===== config.mk =====
export PLATFORM = sky130hd
export DESIGN_NAME = ppgt_dist
export DESIGN_NICKNAME = d
export VERILOG_FILES = /design/src/hw/rtl/assert_macros.svh /design/src/hw/rtl/ppgt_pkg.sv /design/src/hw/rtl/ppgt_dist.sv
export SDC_FILE = /design/constraint.sdc
export NUM_CORES = 2
export LEC_CHECK = 0
export BUFFER_PORTS_ARGS = -buffer_cell sky130_fd_sc_hd__buf_2
export CORE_MARGIN = 4
export CORE_UTILIZATION = 30
export CTS_CLUSTER_DIAMETER = 60
export CTS_CLUSTER_SIZE = 20
export DETAILED_ROUTE_END_ITERATION = 7
export HOLD_SLACK_MARGIN = 0.02
export MAX_ROUTING_LAYER = met4
export PLACE_DENSITY = 0.43
export SYNTH_ARGS = -nofsm -noshare
export SYNTH_HDL_FRONTEND = slang
export SYNTH_SLANG_ARGS = --single-unit
export TNS_END_PERCENT = 30

===== constraint.sdc =====
create_clock -name clk -period 15.5 [get_ports clk]
set_input_delay 3.1 -clock clk [delete_from_list [all_inputs] [get_ports clk]]
set_output_delay 3.1 -clock clk [all_outputs]
set_load 0.01 [all_outputs]

===== src/hw/rtl/assert_macros.svh =====
// Assertion macros shared by the goal tracker RTL.
// Needs a clk and an rst_n signal in the module that uses them.
`ifndef ASSERT_MACROS_SVH
`define ASSERT_MACROS_SVH

`define ASSERT_CLK(name, prop, msg) \
    name: assert property (@(posedge clk) disable iff (!rst_n) (prop)) \
        else $error(msg);

`define ASSERT_NEXT(name, ante, cons, msg) \
    name: assert property (@(posedge clk) disable iff (!rst_n) (ante) |=> (cons)) \
        else $error(msg);

`endif


===== src/hw/rtl/ppgt_pkg.sv =====
// Types, codes and constant tables of the pure pursuit goal tracker.
// No dependencies; every RTL module of the block imports it.
package ppgt_pkg;

    localparam logic [1:0] CMD_CLEAR  = 2'd0;
    localparam logic [1:0] CMD_APPEND = 2'd1;
    localparam logic [1:0] CMD_POSE   = 2'd2;

    localparam int CFG_W = 24;
    localparam logic [2:0] CFG_MAX_SPEED     = 3'd0;
    localparam logic [2:0] CFG_MAX_TURN_RATE = 3'd1;
    localparam logic [2:0] CFG_STEER_GAIN    = 3'd2;
    localparam logic [2:0] CFG_LOOKAHEAD     = 3'd3;
    localparam logic [2:0] CFG_FINISH_RADIUS = 3'd4;

    localparam logic [15:0] MAX_SPEED_RST     = 16'd1000;
    localparam logic [14:0] MAX_TURN_RATE_RST = 15'd8192;
    localparam logic [15:0] STEER_GAIN_RST    = 16'd256;
    localparam logic [23:0] LOOKAHEAD_RST     = 24'd65536;
    localparam logic [15:0] FINISH_RADIUS_RST = 16'd1311;

    typedef struct packed {
        logic [1:0]         cmd;
        logic signed [31:0] pos_x;
        logic signed [31:0] pos_y;
        logic signed [15:0] heading;
        logic               final_point;
    } item_t;

    typedef struct packed {
        logic [15:0]        speed_cmd;
        logic signed [15:0] turn_cmd;
        logic               path_end;
        logic               lap_end;
        logic [10:0]        goal_slot;
    } result_t;

    typedef enum logic [4:0] {
        ST_IDLE, ST_FR2, ST_FR2_W, ST_FIN, ST_FIN_W, ST_POSE, ST_LA2, ST_LA2_W,
        ST_GD, ST_GD_W, ST_FG, ST_SCAN_RD, ST_SCAN_GO, ST_SCAN_W, ST_SCAN_END,
        ST_ADV, ST_ADV_GO, ST_ADV_W, ST_ADV_END, ST_GOAL, ST_CHECK, ST_CORD,
        ST_CORD_W, ST_TURN, ST_CLAMP, ST_RESULT
    } gt_state_t;

    typedef enum logic [1:0] {
        DP_IDLE, DP_SQX, DP_SQY, DP_SUM
    } dist_phase_t;

    function automatic logic [15:0] atan_lut(input logic [4:0] i);
        logic [15:0] a;
        case (i)
            5'd0:    a = 16'd8192;
            5'd1:    a = 16'd4836;
            5'd2:    a = 16'd2555;
            5'd3:    a = 16'd1297;
            5'd4:    a = 16'd651;
            5'd5:    a = 16'd326;
            5'd6:    a = 16'd163;
            5'd7:    a = 16'd81;
            5'd8:    a = 16'd41;
            5'd9:    a = 16'd20;
            5'd10:   a = 16'd10;
            5'd11:   a = 16'd5;
            5'd12:   a = 16'd3;
            5'd13:   a = 16'd1;
            5'd14:   a = 16'd1;
            default: a = 16'd0;
        endcase
        return a;
    endfunction

endpackage


===== src/hw/rtl/ppgt_dist.sv =====
// Squared distance unit: one 32x32 multiplier used twice, then a saturating add.
// Depends on ppgt_pkg; the result is registered through the SQX, SQY and SUM phases after start.
module ppgt_dist
    import ppgt_pkg::*;
(
    input  logic               clk,
    input  logic               rst_n,
    input  logic               start,
    input  logic signed [31:0] ax,
    input  logic signed [31:0] ay,
    input  logic signed [31:0] bx,
    input  logic signed [31:0] by,
    output logic               done,
    output logic [63:0]        d2
);

    dist_phase_t ph_reg;
    logic        done_reg;
    logic [31:0] mx_reg, my_reg;
    logic [63:0] sx_reg, sy_reg, d2_reg;

    logic signed [32:0] dx, dy;
    logic [32:0]        ux, uy;
    logic [31:0]        mul_op;
    logic [63:0]        prod;
    logic [64:0]        sum;

    always_comb
    begin
        dx     = {ax[31], ax} - {bx[31], bx};
        dy     = {ay[31], ay} - {by[31], by};
        ux     = dx[32] ? 33'(-dx) : 33'(dx);
        uy     = dy[32] ? 33'(-dy) : 33'(dy);
        mul_op = (ph_reg == DP_SQX) ? mx_reg : my_reg;
        prod   = 64'(mul_op) * 64'(mul_op);
        sum    = {1'b0, sx_reg} + {1'b0, sy_reg};
    end

    always_ff @(posedge clk or negedge rst_n)
    begin
        if (!rst_n)
        begin
            ph_reg   <= DP_IDLE;
            done_reg <= 1'b0;
        end
        else
        begin
            done_reg <= (ph_reg == DP_SUM);
            case (ph_reg)
                DP_SQX:  ph_reg <= DP_SQY;
                DP_SQY:  ph_reg <= DP_SUM;
                DP_SUM:  ph_reg <= DP_IDLE;
                default: ph_reg <= start ? DP_SQX : DP_IDLE;
            endcase
        end
    end

    always_ff @(posedge clk)
    begin
        if (start)
        begin
            mx_reg <= ux[31:0];
            my_reg <= uy[31:0];
        end
        if (ph_reg == DP_SQX)
        begin
            sx_reg <= prod;
        end
        if (ph_reg == DP_SQY)
        begin
            sy_reg <= prod;
        end
        if (ph_reg == DP_SUM)
        begin
            d2_reg <= sum[64] ? {64{1'b1}} : sum[63:0];
        end
    end

    assign done = done_reg;
    assign d2   = d2_reg;

endmodule


==> impl_table.tex <==
\begin{tabular}{lr}
\hline
Metric & Value \\
\hline
\multicolumn{2}{l}{\textbf{Outcome}} \\
Result of the run & finished, final reports clean \\
\multicolumn{2}{l}{\textbf{Worst setup path}} \\
R2R Path End & sy\_reg[63] \\
Type of destination of the critical path & register \\
Data required time at the worst endpoint & 15.85 ns \\
Worst R2R Path Depth & 30 \\
Slowest Stage Delay on Critical Path & 1.17 ns \\
Crit path buf inv count & 7 \\
Sort of element at the start of the critical path & register \\
Critical Path Slowest Stage Cell & sky130\_fd\_sc\_hd\_\_clkinv\_1 \\
Critical-path maximum fanout & 34 \\
Register-to-register path setup slack & 4.46 ns \\
R2R Path Start & ph\_reg[1] \\
Critical path destination & sy\_reg[63] \\
Arrival time of the worst setup path & 11.39 ns \\
Critical path origin & ph\_reg[1] \\
Critical path's most frequent cell & sky130\_fd\_sc\_hd\_\_inv\_1 \\
Critical path class & register to register \\
Delay-heaviest family, CP & adder cells \\
Depth of the critical timing path with buffers and inverters included & 30 \\
\multicolumn{2}{l}{\textbf{STA}} \\
Final Hold Viols & 0 \\
Relative slew margins & 15.0\% \\
Sum Neg Setup Slack & 0 ns \\
Time the worst path needs with I/O delays and setup & 11.04 ns \\
Number of slew-limit violations in the final report & 0 \\
Achievable clock frequency & 90.6 MHz \\
Slew @ Worst Pin & 1.27 ns \\
Worst clock skew & 0.0121 ns \\
Period utilisation layout & 71.2\% \\
RSZ-0062 raised after global routing & no \\
Final setup violating endpoints & 0 \\
\multicolumn{2}{l}{\textbf{Global routing}} \\
Global-route congestion overflow total & 0 \\
Largest net degree at the start of global routing & 68 \\
Global router's overall resource usage & 18.3\% \\
Via count of the first global-routing pass & 35,000 \\
Wire length of the first global-routing pass & about 220,000 um \\
Initial antenna violation count & 2 \\
\multicolumn{2}{l}{\textbf{Layout}} \\
Share of layout cells above drive strength 1 & 7.55\% \\
Area growth syn-to-layout & 9.46\% \\
Nets@finish & around 6,300 \\
Footprint of the flip-flops and latches & 7700 um2 \\
Number of inserted diodes & 0 \\
Total area of multi-input combinational cells & approximately 34,000 um2 \\
Number of filler cells placed in the layout & 15,800 \\
Number of flip-flops under the largest register name & 64 \\
\multicolumn{2}{l}{\textbf{Placement}} \\
Final GP Congestion & 0.887 \\
Post-detail-place hpwl & around 120,000 um \\
Quantity of I/O buffers inserted on ports & around 200 \\
\multicolumn{2}{l}{\textbf{CTS}} \\
CTS H-tree lvls & 1 \\
Max clock buf depth & 3 \\
Gates resized, CTS repair & 0 \\
TritonCTS clock tree & built \\
Clk root buf & sky130\_fd\_sc\_hd\_\_clkbuf\_16 \\
Number of sinks driven by the clock tree & 257 \\
Later-pin clock latency in the skew report & roughly 0.6 ns \\
CTS Buf Count & 29 \\
Hold bufs inserted after CTS & 0 \\
CTS clock-pin slew for the worst setup and hold paths & roughly 0.070 ns \\
Post-CTS setup buffer count & 0 \\
\multicolumn{2}{l}{\textbf{Yosys}} \\
Yosys Warn Count & 0 \\
Most frequent cell after synthesis & sky130\_fd\_sc\_hd\_\_inv\_1 \\
Average cell area after synthesis & 9.47 um2 \\
Register bit total from synthesis & 257 \\
Share of async-settable or async-resettable flops after synthesis & 1.17\% \\
Main synth FF type & sky130\_fd\_sc\_hd\_\_edfxtp\_1 \\
Distinct cell type count after synthesis & 90 \\
Post-synth EDFFs & around 250 \\
Post-synth top cells & 1,127 x sky130\_fd\_sc\_hd\_\_inv\_1, 795 x sky130\_fd\_sc\_hd\_\_fa\_1, 420 x sky130\_fd\_sc\_hd\_\_ha\_1 \\
Post-synth net total & 6,206 \\
Biggest area consumer among synthesized cells & sky130\_fd\_sc\_hd\_\_fa\_1 \\
Cells taking the most area after synthesis & sky130\_fd\_sc\_hd\_\_fa\_1 35\%, sky130\_fd\_sc\_hd\_\_edfxtp\_1 17\%, sky130\_fd\_sc\_hd\_\_ha\_1 11\%, sky130\_fd\_sc\_hd\_\_inv\_1 9.2\%, sky130\_fd\_sc\_hd\_\_nor2\_1 3.3\% \\
Number of instances in the synthesized netlist & 4,860 \\
Area share of the largest cell type after synthesis & 34.6\% \\
Netlist Area Pre-Place & 46,000 um2 \\
Sequential-to-total area share from yosys stat & about 17\% \\
\multicolumn{2}{l}{\textbf{Floorplan}} \\
Initial cell density of the core & a little under a third \\
Die Span Y & 400 um \\
Number of top-level pins & 196 \\
Die boundary width & roughly 400 um \\
Core footprint & around 150,000 um2 \\
Number of core rows & 143 \\
Overall die area & 160,000 um2 \\
\multicolumn{2}{l}{\textbf{Route}} \\
Remaining DRCs & 0 \\
Iter 0 DRT Violations & just under 2,000 \\
DR pass1 iterations & 5 \\
WL met1 & 68,100 um \\
Aggregate routed wire length & 142,000 um \\
Top layer reached by signal wires & met4 \\
Count of vias placed by the detailed router & 32,900 \\
Wire length on met3 & 7040 um \\
WL/cell & 20.1 um \\
Met2 wire length & 65,000 um \\
Detail Route Antenna Nets & 0 \\
Post-detailed-route via-to-cell ratio & 4.67 \\
\multicolumn{2}{l}{\textbf{Flow run}} \\
Number of max-cap violations & 0 \\
\multicolumn{2}{l}{\textbf{Hold path}} \\
Hold/Removal Path Class & register to register \\
Hold Crit Start & sy\_reg[0] \\
\hline
\end{tabular}
-- how the worst min path moves through the flow --
stage / depth (start not counted) / to / slack, ns
floorplan: 2 / ph_reg[1] / 0.59
CTS: 2 / d2[1] / 0.66
global route: 2 / d2[1] / 0.71
finish: 2 / d2[0] / 0.67
detailed placement: 2 / d2[1] / 0.66
global placement: 2 / ph_reg[1] / 0.66
-- worst reg2reg max path, delay by kind of cell, from the launching register on --
kind | cells | cell delay [ns]
muxes | 1 | 0.71
adders and majority gates | 10 | 4.37
and+or+nand+nor | 2 | 0.84
DFF | 1 | 0.40
buffers and inverters | 7 | 1.66
xor gates and xnor gates | 2 | 0.34
AOI/OAI and AO/OA | 8 | 2.50
-- through the flow --
stage	hold WS [ns]	area [um2]	cells	setup slack [ns]	utilization [%]
2_1_floorplan	0.587	46000	4860	4.80	-
3_3_place_gp	0.657	49400	6981	4.42	32.4
3_5_place_dp	0.655	49400	6981	4.41	32.4
4_1_cts	0.659	50400	7035	4.39	33.1
5_1_grt	0.713	50400	7035	3.84	33.1
6_report	0.667	50400	7035	4.46	33.1
-- placed cells by master, fill, tap and decap left out, drive strengths merged, types with 6 or more instances in the layout --
cell and instances:
mux2 22, a211o 7, o21bai 30, clkinv 15, mux2i 25, o21a 34
nand2b 33, and2 19, xnor2 140, a221oi 8, nand2 371, nor3 39
clkbuf 29, nor3b 8, o21ai 137, a21boi 7, nand3 51, a21o 134
a311oi 7, nand4 37, a21oi 195, buf 239, a31o 9, and4 10
or3 11, edfxtp 254, and3 27, nor2b 31, a31oi 21, fa 795
a41oi 6, ha 420, a211oi 34, xor2 104, or2 13, nor2 410
o211ai 23, nor4 6, o31ai 25, inv 1141
-- cell families (layout without fill, tap and decap cells) --
logic type / count (synthesis) / count (layout) / synth area share [%]
AO/OA/AOI/OAI: 730 / 730 / 10.5
XOR/XNOR: 244 / 244 / 4.64
adder cells (fa/ha/maj): 1215 / 1215 / 46.0
buffers and inverters: 1283 / 1428 / 10.6
flip-flops: 257 / 257 / 16.7
multiplexers: 47 / 47 / 1.08
AND/OR/NAND/NOR: 1084 / 1084 / 10.5
-- final cells by class --
type / instances / share of cell area (%)
sequential: 257 / 15.3
multi-input combinational: 3320 / 66.6
clock inverter: 25 / 0.569
clock buffer: 29 / 1.44
inverter: 1135 / 8.46
timing repair buffer: 239 / 2.59
tap: 2030 / 5.04
-- metal layers --
layer / vias to the layer above / GRT usage [%]
li1: 15700 / -
met1: 16400 / 26.1
met2: 738 / 29.0
met3: 92 / 2.10
met4: 0 / 1.88
met5: - / -
Power is not shown: default switching activity piles up to over one toggle a cycle in this logic, so the estimate is an artifact.
