===== config.mk =====
export PLATFORM = sky130hd
export DESIGN_NAME = ppgt_cordic
export DESIGN_NICKNAME = d
export VERILOG_FILES = /design/src/hw/rtl/ppgt_pkg.sv /design/src/hw/rtl/ppgt_cordic.sv
export VERILOG_INCLUDE_DIRS = /design/src /design/src/hw/rtl
export SDC_FILE = /design/constraint.sdc
export NUM_CORES = 1
export LEC_CHECK = 0
export ABC_AREA = 1
export BUFFER_PORTS_ARGS = -buffer_cell sky130_fd_sc_hd__buf_2
export CAP_MARGIN = 20
export CORE_MARGIN = 5
export CORE_UTILIZATION = 39
export DETAILED_ROUTE_END_ITERATION = 10
export SLEW_MARGIN = 20
export SYNTH_ARGS = -nofsm -noshare
export SYNTH_HDL_FRONTEND = slang
export SYNTH_SLANG_ARGS = --single-unit

===== constraint.sdc =====
create_clock -name clk -period 3.99 [get_ports clk]
set_clock_uncertainty 0.2 [all_clocks]
set_input_delay 0.1995 -clock clk [delete_from_list [all_inputs] [get_ports clk]]
set_output_delay 0.1995 -clock clk [all_outputs]
set_load 0.05 [all_outputs]

===== src/hw/rtl/assert_macros.svh =====
// Assertion macros shared by the goal tracker RTL.
// Needs a clk and an rst_n signal in the module that uses them.
`ifndef ASSERT_MACROS_SVH
`define ASSERT_MACROS_SVH

`define ASSERT_CLK(name, prop, msg) \
    name: assert property (@(posedge clk) disable iff (!rst_n) (prop)) \
        else $error(msg);

`define ASSERT_NEXT(name, ante, cons, msg) \
    name: assert property (@(posedge clk) disable iff (!rst_n) (ante) |=> (cons)) \
        else $error(msg);

`endif


===== src/hw/rtl/ppgt_pkg.sv =====
// Types, codes and constant tables of the pure pursuit goal tracker.
// No dependencies; every RTL module of the block imports it.
package ppgt_pkg;

    localparam logic [1:0] CMD_CLEAR  = 2'd0;
    localparam logic [1:0] CMD_APPEND = 2'd1;
    localparam logic [1:0] CMD_POSE   = 2'd2;

    localparam int CFG_W = 24;
    localparam logic [2:0] CFG_MAX_SPEED     = 3'd0;
    localparam logic [2:0] CFG_MAX_TURN_RATE = 3'd1;
    localparam logic [2:0] CFG_STEER_GAIN    = 3'd2;
    localparam logic [2:0] CFG_LOOKAHEAD     = 3'd3;
    localparam logic [2:0] CFG_FINISH_RADIUS = 3'd4;

    localparam logic [15:0] MAX_SPEED_RST     = 16'd1000;
    localparam logic [14:0] MAX_TURN_RATE_RST = 15'd8192;
    localparam logic [15:0] STEER_GAIN_RST    = 16'd256;
    localparam logic [23:0] LOOKAHEAD_RST     = 24'd65536;
    localparam logic [15:0] FINISH_RADIUS_RST = 16'd1311;

    typedef struct packed {
        logic [1:0]         cmd;
        logic signed [31:0] pos_x;
        logic signed [31:0] pos_y;
        logic signed [15:0] heading;
        logic               final_point;
    } item_t;

    typedef struct packed {
        logic [15:0]        speed_cmd;
        logic signed [15:0] turn_cmd;
        logic               path_end;
        logic               lap_end;
        logic [10:0]        goal_slot;
    } result_t;

    typedef enum logic [4:0] {
        ST_IDLE, ST_FR2, ST_FR2_W, ST_FIN, ST_FIN_W, ST_POSE, ST_LA2, ST_LA2_W,
        ST_GD, ST_GD_W, ST_FG, ST_SCAN_RD, ST_SCAN_GO, ST_SCAN_W, ST_SCAN_END,
        ST_ADV, ST_ADV_GO, ST_ADV_W, ST_ADV_END, ST_GOAL, ST_CHECK, ST_CORD,
        ST_CORD_W, ST_TURN, ST_CLAMP, ST_RESULT
    } gt_state_t;

    typedef enum logic [1:0] {
        DP_IDLE, DP_SQX, DP_SQY, DP_SUM
    } dist_phase_t;

    function automatic logic [15:0] atan_lut(input logic [4:0] i);
        logic [15:0] a;
        case (i)
            5'd0:    a = 16'd8192;
            5'd1:    a = 16'd4836;
            5'd2:    a = 16'd2555;
            5'd3:    a = 16'd1297;
            5'd4:    a = 16'd651;
            5'd5:    a = 16'd326;
            5'd6:    a = 16'd163;
            5'd7:    a = 16'd81;
            5'd8:    a = 16'd41;
            5'd9:    a = 16'd20;
            5'd10:   a = 16'd10;
            5'd11:   a = 16'd5;
            5'd12:   a = 16'd3;
            5'd13:   a = 16'd1;
            5'd14:   a = 16'd1;
            default: a = 16'd0;
        endcase
        return a;
    endfunction

endpackage


===== src/hw/rtl/ppgt_cordic.sv =====
// CORDIC vectoring unit that gives the bearing of a vector, one rotation a cycle.
// Depends on ppgt_pkg for the arctangent table and on assert_macros.svh.
`include "assert_macros.svh"
module ppgt_cordic
    import ppgt_pkg::*;
#(
    parameter int ITERS = 16
)
(
    input  logic               clk,
    input  logic               rst_n,
    input  logic               start,
    input  logic signed [32:0] dx,
    input  logic signed [32:0] dy,
    output logic               done,
    output logic [15:0]        z
);

    localparam int IW = $clog2(ITERS);

    logic               run_reg, done_reg;
    logic [IW-1:0]      i_reg;
    logic signed [35:0] x_reg, y_reg;
    logic [15:0]        z_reg;

    logic signed [35:0] xs, ys, ex, ey;
    logic [15:0]        ang;
    logic               last;

    always_comb
    begin
        ex   = 36'(dx);
        ey   = 36'(dy);
        xs   = x_reg >>> i_reg;
        ys   = y_reg >>> i_reg;
        ang  = atan_lut(5'(i_reg));
        last = (i_reg == IW'(ITERS - 1));
    end

    always_ff @(posedge clk or negedge rst_n)
    begin
        if (!rst_n)
        begin
            run_reg  <= 1'b0;
            done_reg <= 1'b0;
        end
        else
        begin
            done_reg <= 1'b0;
            if (start)
            begin
                run_reg  <= !(dx == 33'sd0 && dy == 33'sd0);
                done_reg <= (dx == 33'sd0 && dy == 33'sd0);
            end
            else if (run_reg && last)
            begin
                run_reg  <= 1'b0;
                done_reg <= 1'b1;
            end
        end
    end

    always_ff @(posedge clk)
    begin
        if (start)
        begin
            i_reg <= '0;
            if (dx < 33'sd0)
            begin
                x_reg <= -ex;
                y_reg <= -ey;
                z_reg <= 16'h8000;
            end
            else
            begin
                x_reg <= ex;
                y_reg <= ey;
                z_reg <= 16'd0;
            end
        end
        else if (run_reg)
        begin
            i_reg <= i_reg + IW'(1);
            if (y_reg > 36'sd0)
            begin
                x_reg <= x_reg + ys;
                y_reg <= y_reg - xs;
                z_reg <= z_reg + ang;
            end
            else
            begin
                x_reg <= x_reg - ys;
                y_reg <= y_reg + xs;
                z_reg <= z_reg - ang;
            end
        end
    end

    assign done = done_reg;
    assign z    = z_reg;

    `ASSERT_NEXT(a_cord_finish, run_reg && last && !start, done_reg && !run_reg, "CORDIC did not finish")
    `ASSERT_CLK(a_cord_excl, !(run_reg && done_reg), "CORDIC done while still rotating")

endmodule


==> run_summary.xml <==
<?xml version="1.0" encoding="UTF-8"?>
<metrics>
  <group name="route">
    <metric name="drtAntennaViolNets" unit="">0</metric>
    <metric name="route.vias.total" unit="">21345</metric>
    <metric name="dr.pass1.iters" unit="">6</metric>
    <metric name="drt_iter0_drc" unit="">1615</metric>
    <metric name="route.detailed.wl_per_inst" unit="µm">17.20</metric>
    <metric name="drc" unit="">0</metric>
    <metric name="detail_route.wirelength" unit="mm">67.81</metric>
    <metric name="vias_per_std_cell" unit="">5.415</metric>
  </group>
  <group name="sta">
    <metric name="setup_viol_count_final" unit="">42</metric>
    <metric name="final_worst_path_setup_slack" unit="ns">-0.4056</metric>
    <metric name="final.period_utilization" unit="">1.102</metric>
    <metric name="worstMarginPinSlew" unit="ns">0.6840</metric>
    <metric name="unrepaired_setup_endpoints_after_global_routing" unit="">yes</metric>
    <metric name="period_needed" unit="ns">4.396</metric>
    <metric name="slew_viol_final" unit="">0</metric>
    <metric name="totalNegativeSetupSlack" unit="ns">-8.117</metric>
    <metric name="max_freq" unit="MHz">227.5</metric>
    <metric name="max-slew-margin-rel" unit="">0.5440</metric>
    <metric name="finalHoldViolations" unit="">1</metric>
    <metric name="fin_worst_hold_slack" unit="ns">-0.01230</metric>
  </group>
  <group name="floorplan">
    <metric name="rows" unit="">75</metric>
    <metric name="core_area" unit="µm²">42130</metric>
    <metric name="start_util" unit="">0.3958</metric>
    <metric name="die_w" unit="µm">216.8</metric>
    <metric name="die_height" unit="µm">216.8</metric>
    <metric name="boundaryPins" unit="">86</metric>
    <metric name="die_area" unit="µm²">46990</metric>
  </group>
  <group name="synth">
    <metric name="yosysWarningCount" unit="">0</metric>
    <metric name="netlist_area" unit="µm²">16670</metric>
    <metric name="synth_flop_cell" unit="">sky130_fd_sc_hd__edfxtp_1</metric>
    <metric name="post_synthesis_sequential_area_ratio" unit="">0.1831</metric>
    <metric name="synth_top_area_cell" unit="">sky130_fd_sc_hd__nand2_1</metric>
    <metric name="synth-async-reset-ratio" unit="">0.01852</metric>
    <metric name="syn_inst" unit="">2767</metric>
    <metric name="avgSynthCellArea" unit="µm²">6.026</metric>
    <metric name="synth-edff-count" unit="">88</metric>
    <metric name="yosysTopAreaCellShare" unit="">0.1632</metric>
    <metric name="synth.distinct_cells" unit="">58</metric>
    <metric name="ys_ff_latch" unit="">108</metric>
    <metric name="ys_top_cells_by_area" unit="">sky130_fd_sc_hd__nand2_1 16%, sky130_fd_sc_hd__edfxtp_1 16%, sky130_fd_sc_hd__nand3_1 12%</metric>
    <metric name="syn-num-nets" unit="">2938</metric>
  </group>
  <group name="cells_and_area">
    <metric name="finish.net_count" unit="">3569</metric>
    <metric name="syn_to_final_growth" unit="%">50.48</metric>
    <metric name="final_layout_size_suffix_gt1_frac" unit="">0.3867</metric>
    <metric name="final-seq-area" unit="µm²">3063</metric>
    <metric name="multi_input_gate_area" unit="µm²">14250</metric>
    <metric name="layout.cells.most_common" unit="">sky130_fd_sc_hd__nand2_1</metric>
    <metric name="n_antenna_cell" unit="">0</metric>
    <metric name="count_of_filler_cells_inserted_in_the_layout" unit="">4009</metric>
    <metric name="stdcell_count" unit="">3942</metric>
    <metric name="mostFrequentLayoutCells" unit="">599 x sky130_fd_sc_hd__nand2_1, 569 x sky130_fd_sc_hd__buf_4, 304 x sky130_fd_sc_hd__nand3_1</metric>
  </group>
  <group name="global_routing">
    <metric name="global_route.overflow_total" unit="">0</metric>
    <metric name="wire_length_of_the_first_global_routing_pass" unit="mm">102.8</metric>
    <metric name="grt_start_max_net_pins" unit="">83</metric>
    <metric name="grt_use_total" unit="">0.2696</metric>
    <metric name="antenna_found_initial" unit="">1</metric>
    <metric name="first_global_vias" unit="">19945</metric>
  </group>
  <group name="setup_path">
    <metric name="worstSetupEndpointType" unit="">register</metric>
    <metric name="slowest_delay" unit="ns">0.40</metric>
    <metric name="setup.worst_path.start_class" unit="">register</metric>
    <metric name="worstPathBufferInverterCount" unit="">6</metric>
    <metric name="worst_path_dominant_cell_family" unit="">simple AND/OR/NAND/NOR gates</metric>
    <metric name="critPathSlowestCell" unit="">sky130_fd_sc_hd__dfxtp_4</metric>
    <metric name="path_max_fanout" unit="">6</metric>
    <metric name="required_worst_endpoint" unit="ns">3.96</metric>
    <metric name="cpMostUsedCell" unit="">sky130_fd_sc_hd__nand2_1</metric>
    <metric name="worst_ep_arrival_time" unit="ns">4.37</metric>
    <metric name="worst-setup-path-type" unit="">register to register</metric>
  </group>
  <group name="clocking">
    <metric name="clockRootBuffer" unit="">sky130_fd_sc_hd__clkbuf_16</metric>
    <metric name="ctsHtreeMaxLevel" unit="">3</metric>
    <metric name="clock_tree_from_tritoncts" unit="">yes</metric>
    <metric name="worst_setup_hold_path_clk_slew" unit="ns">0.09</metric>
    <metric name="clock-sinks" unit="">108</metric>
    <metric name="tritoncts.num_buffers" unit="">9</metric>
    <metric name="cts_buffer_depth" unit="">2</metric>
    <metric name="clk-insertion-delay-late" unit="ns">0.42</metric>
  </group>
  <group name="placed_design">
    <metric name="detailedPlacementHpwl" unit="mm">52.47</metric>
    <metric name="dpl_worst_slack" unit="ns">-0.8411</metric>
    <metric name="placed_cells_incl_taps" unit="">3834</metric>
    <metric name="routabilityCongestion" unit="">0.9623</metric>
    <metric name="count_of_buffers_inserted_at_the_top_level_ports" unit="">85</metric>
  </group>
  <group name="outcome">
    <metric name="status" unit="">finished with violations</metric>
    <metric name="failed_checks" unit="">hold timing, setup timing</metric>
  </group>
  <group name="worst_hold_path">
    <metric name="min_path_type" unit="">primary input to register</metric>
  </group>
  <group name="job">
    <metric name="timing.max_cap.violations" unit="">0</metric>
  </group>
</metrics>
-- cells by family (layout without fill, tap and decap cells) --
group                      count (synthesis)  after routing  synth area share
buffers and inverters                    368           1004           0.09424
DFF                                      108            108            0.1831
xor gates and xnor gates                  85             85           0.04510
adders and majority gates                102            102           0.07789
AOI/OAI and AO/OA                        494            494            0.1655
and+or+nand+nor                         1610           1610            0.4342
-- cells in the mapped netlist (all sizes together), types with 11 or more instances --
cell type  instances
inv              264
dfxtp             18
buf               66
xor2              51
a31oi             16
o21a              11
nor3              54
ha                99
nor2             298
o211ai            23
o21ai            196
clkbuf            37
a21oi            183
o22ai             20
nand4             32
nand2            774
xnor2             34
edfxtp            88
nand3            427
-- tightest hold or removal path, delay by kind of cell --
family | cells | cell delay [ns]
AO/OA/AOI/OAI | 2 | 0.17
buffers and inverters | 1 | 0.11
-- metal layers --
| layer | vias up | wire length, µm | global-route usage |
|---|---|---|---|
| met2 | 592 | 31480 | 0.4420 |
| met3 | 94 | 3522 | 0.04266 |
| met5 | - | 17 | 0 |
| li1 | 10634 | - | - |
| met1 | 10023 | 30740 | 0.3689 |
| met4 | 2 | 2046 | 0.07823 |
-- what timing repair did --
item | CTS | global route
endpoints found under the hold margin | 22 | 0
setup endpoints to repair | 48 | 62
hold buffers | 21 | 0
resized for setup | 229 | 395
setup buffers | 30 | 36
pin swaps | 60 | 121
gates cloned | 3 | 2
-- area by class of cell --
cell class | count | share of cell area
inverter | 265 | 0.04034
timing repair buffer | 723 | 0.2306
sequential | 108 | 0.1221
clock inverter | 6 | 0.002493
multi-input combinational | 2291 | 0.5681
tap | 539 | 0.02688
clock buffer | 10 | 0.009524
-- through the flow --
stage	util	instance area [µm²]	hold WS, ns
2_1_floorplan	-	16680	-0.2961
3_3_place_gp	0.5139	21650	-0.2048
3_5_place_dp	0.5139	21650	-0.2033
4_1_cts	0.5532	23310	0.0004772
5_1_grt	0.5955	25090	0.01244
6_report	0.5955	25090	-0.01230
-- final timing paths --
kind,start,end,slack [ns],cells past startpoint
worst max-delay path,i_reg[0],y_reg[35],-0.41,30
worst min register to register,i_reg[3],i_reg[3],0.43,3
worst max register to register,i_reg[0],y_reg[35],-0.41,30
min in group asynchronous,rst_n,done,0.45,3
worst min-delay path,dy[11],y_reg[11],-0.01,3
max in group asynchronous,rst_n,run_reg,2.99,3
Power is not shown: default switching activity piles up to over one toggle a cycle in this logic, so the estimate is an artifact.
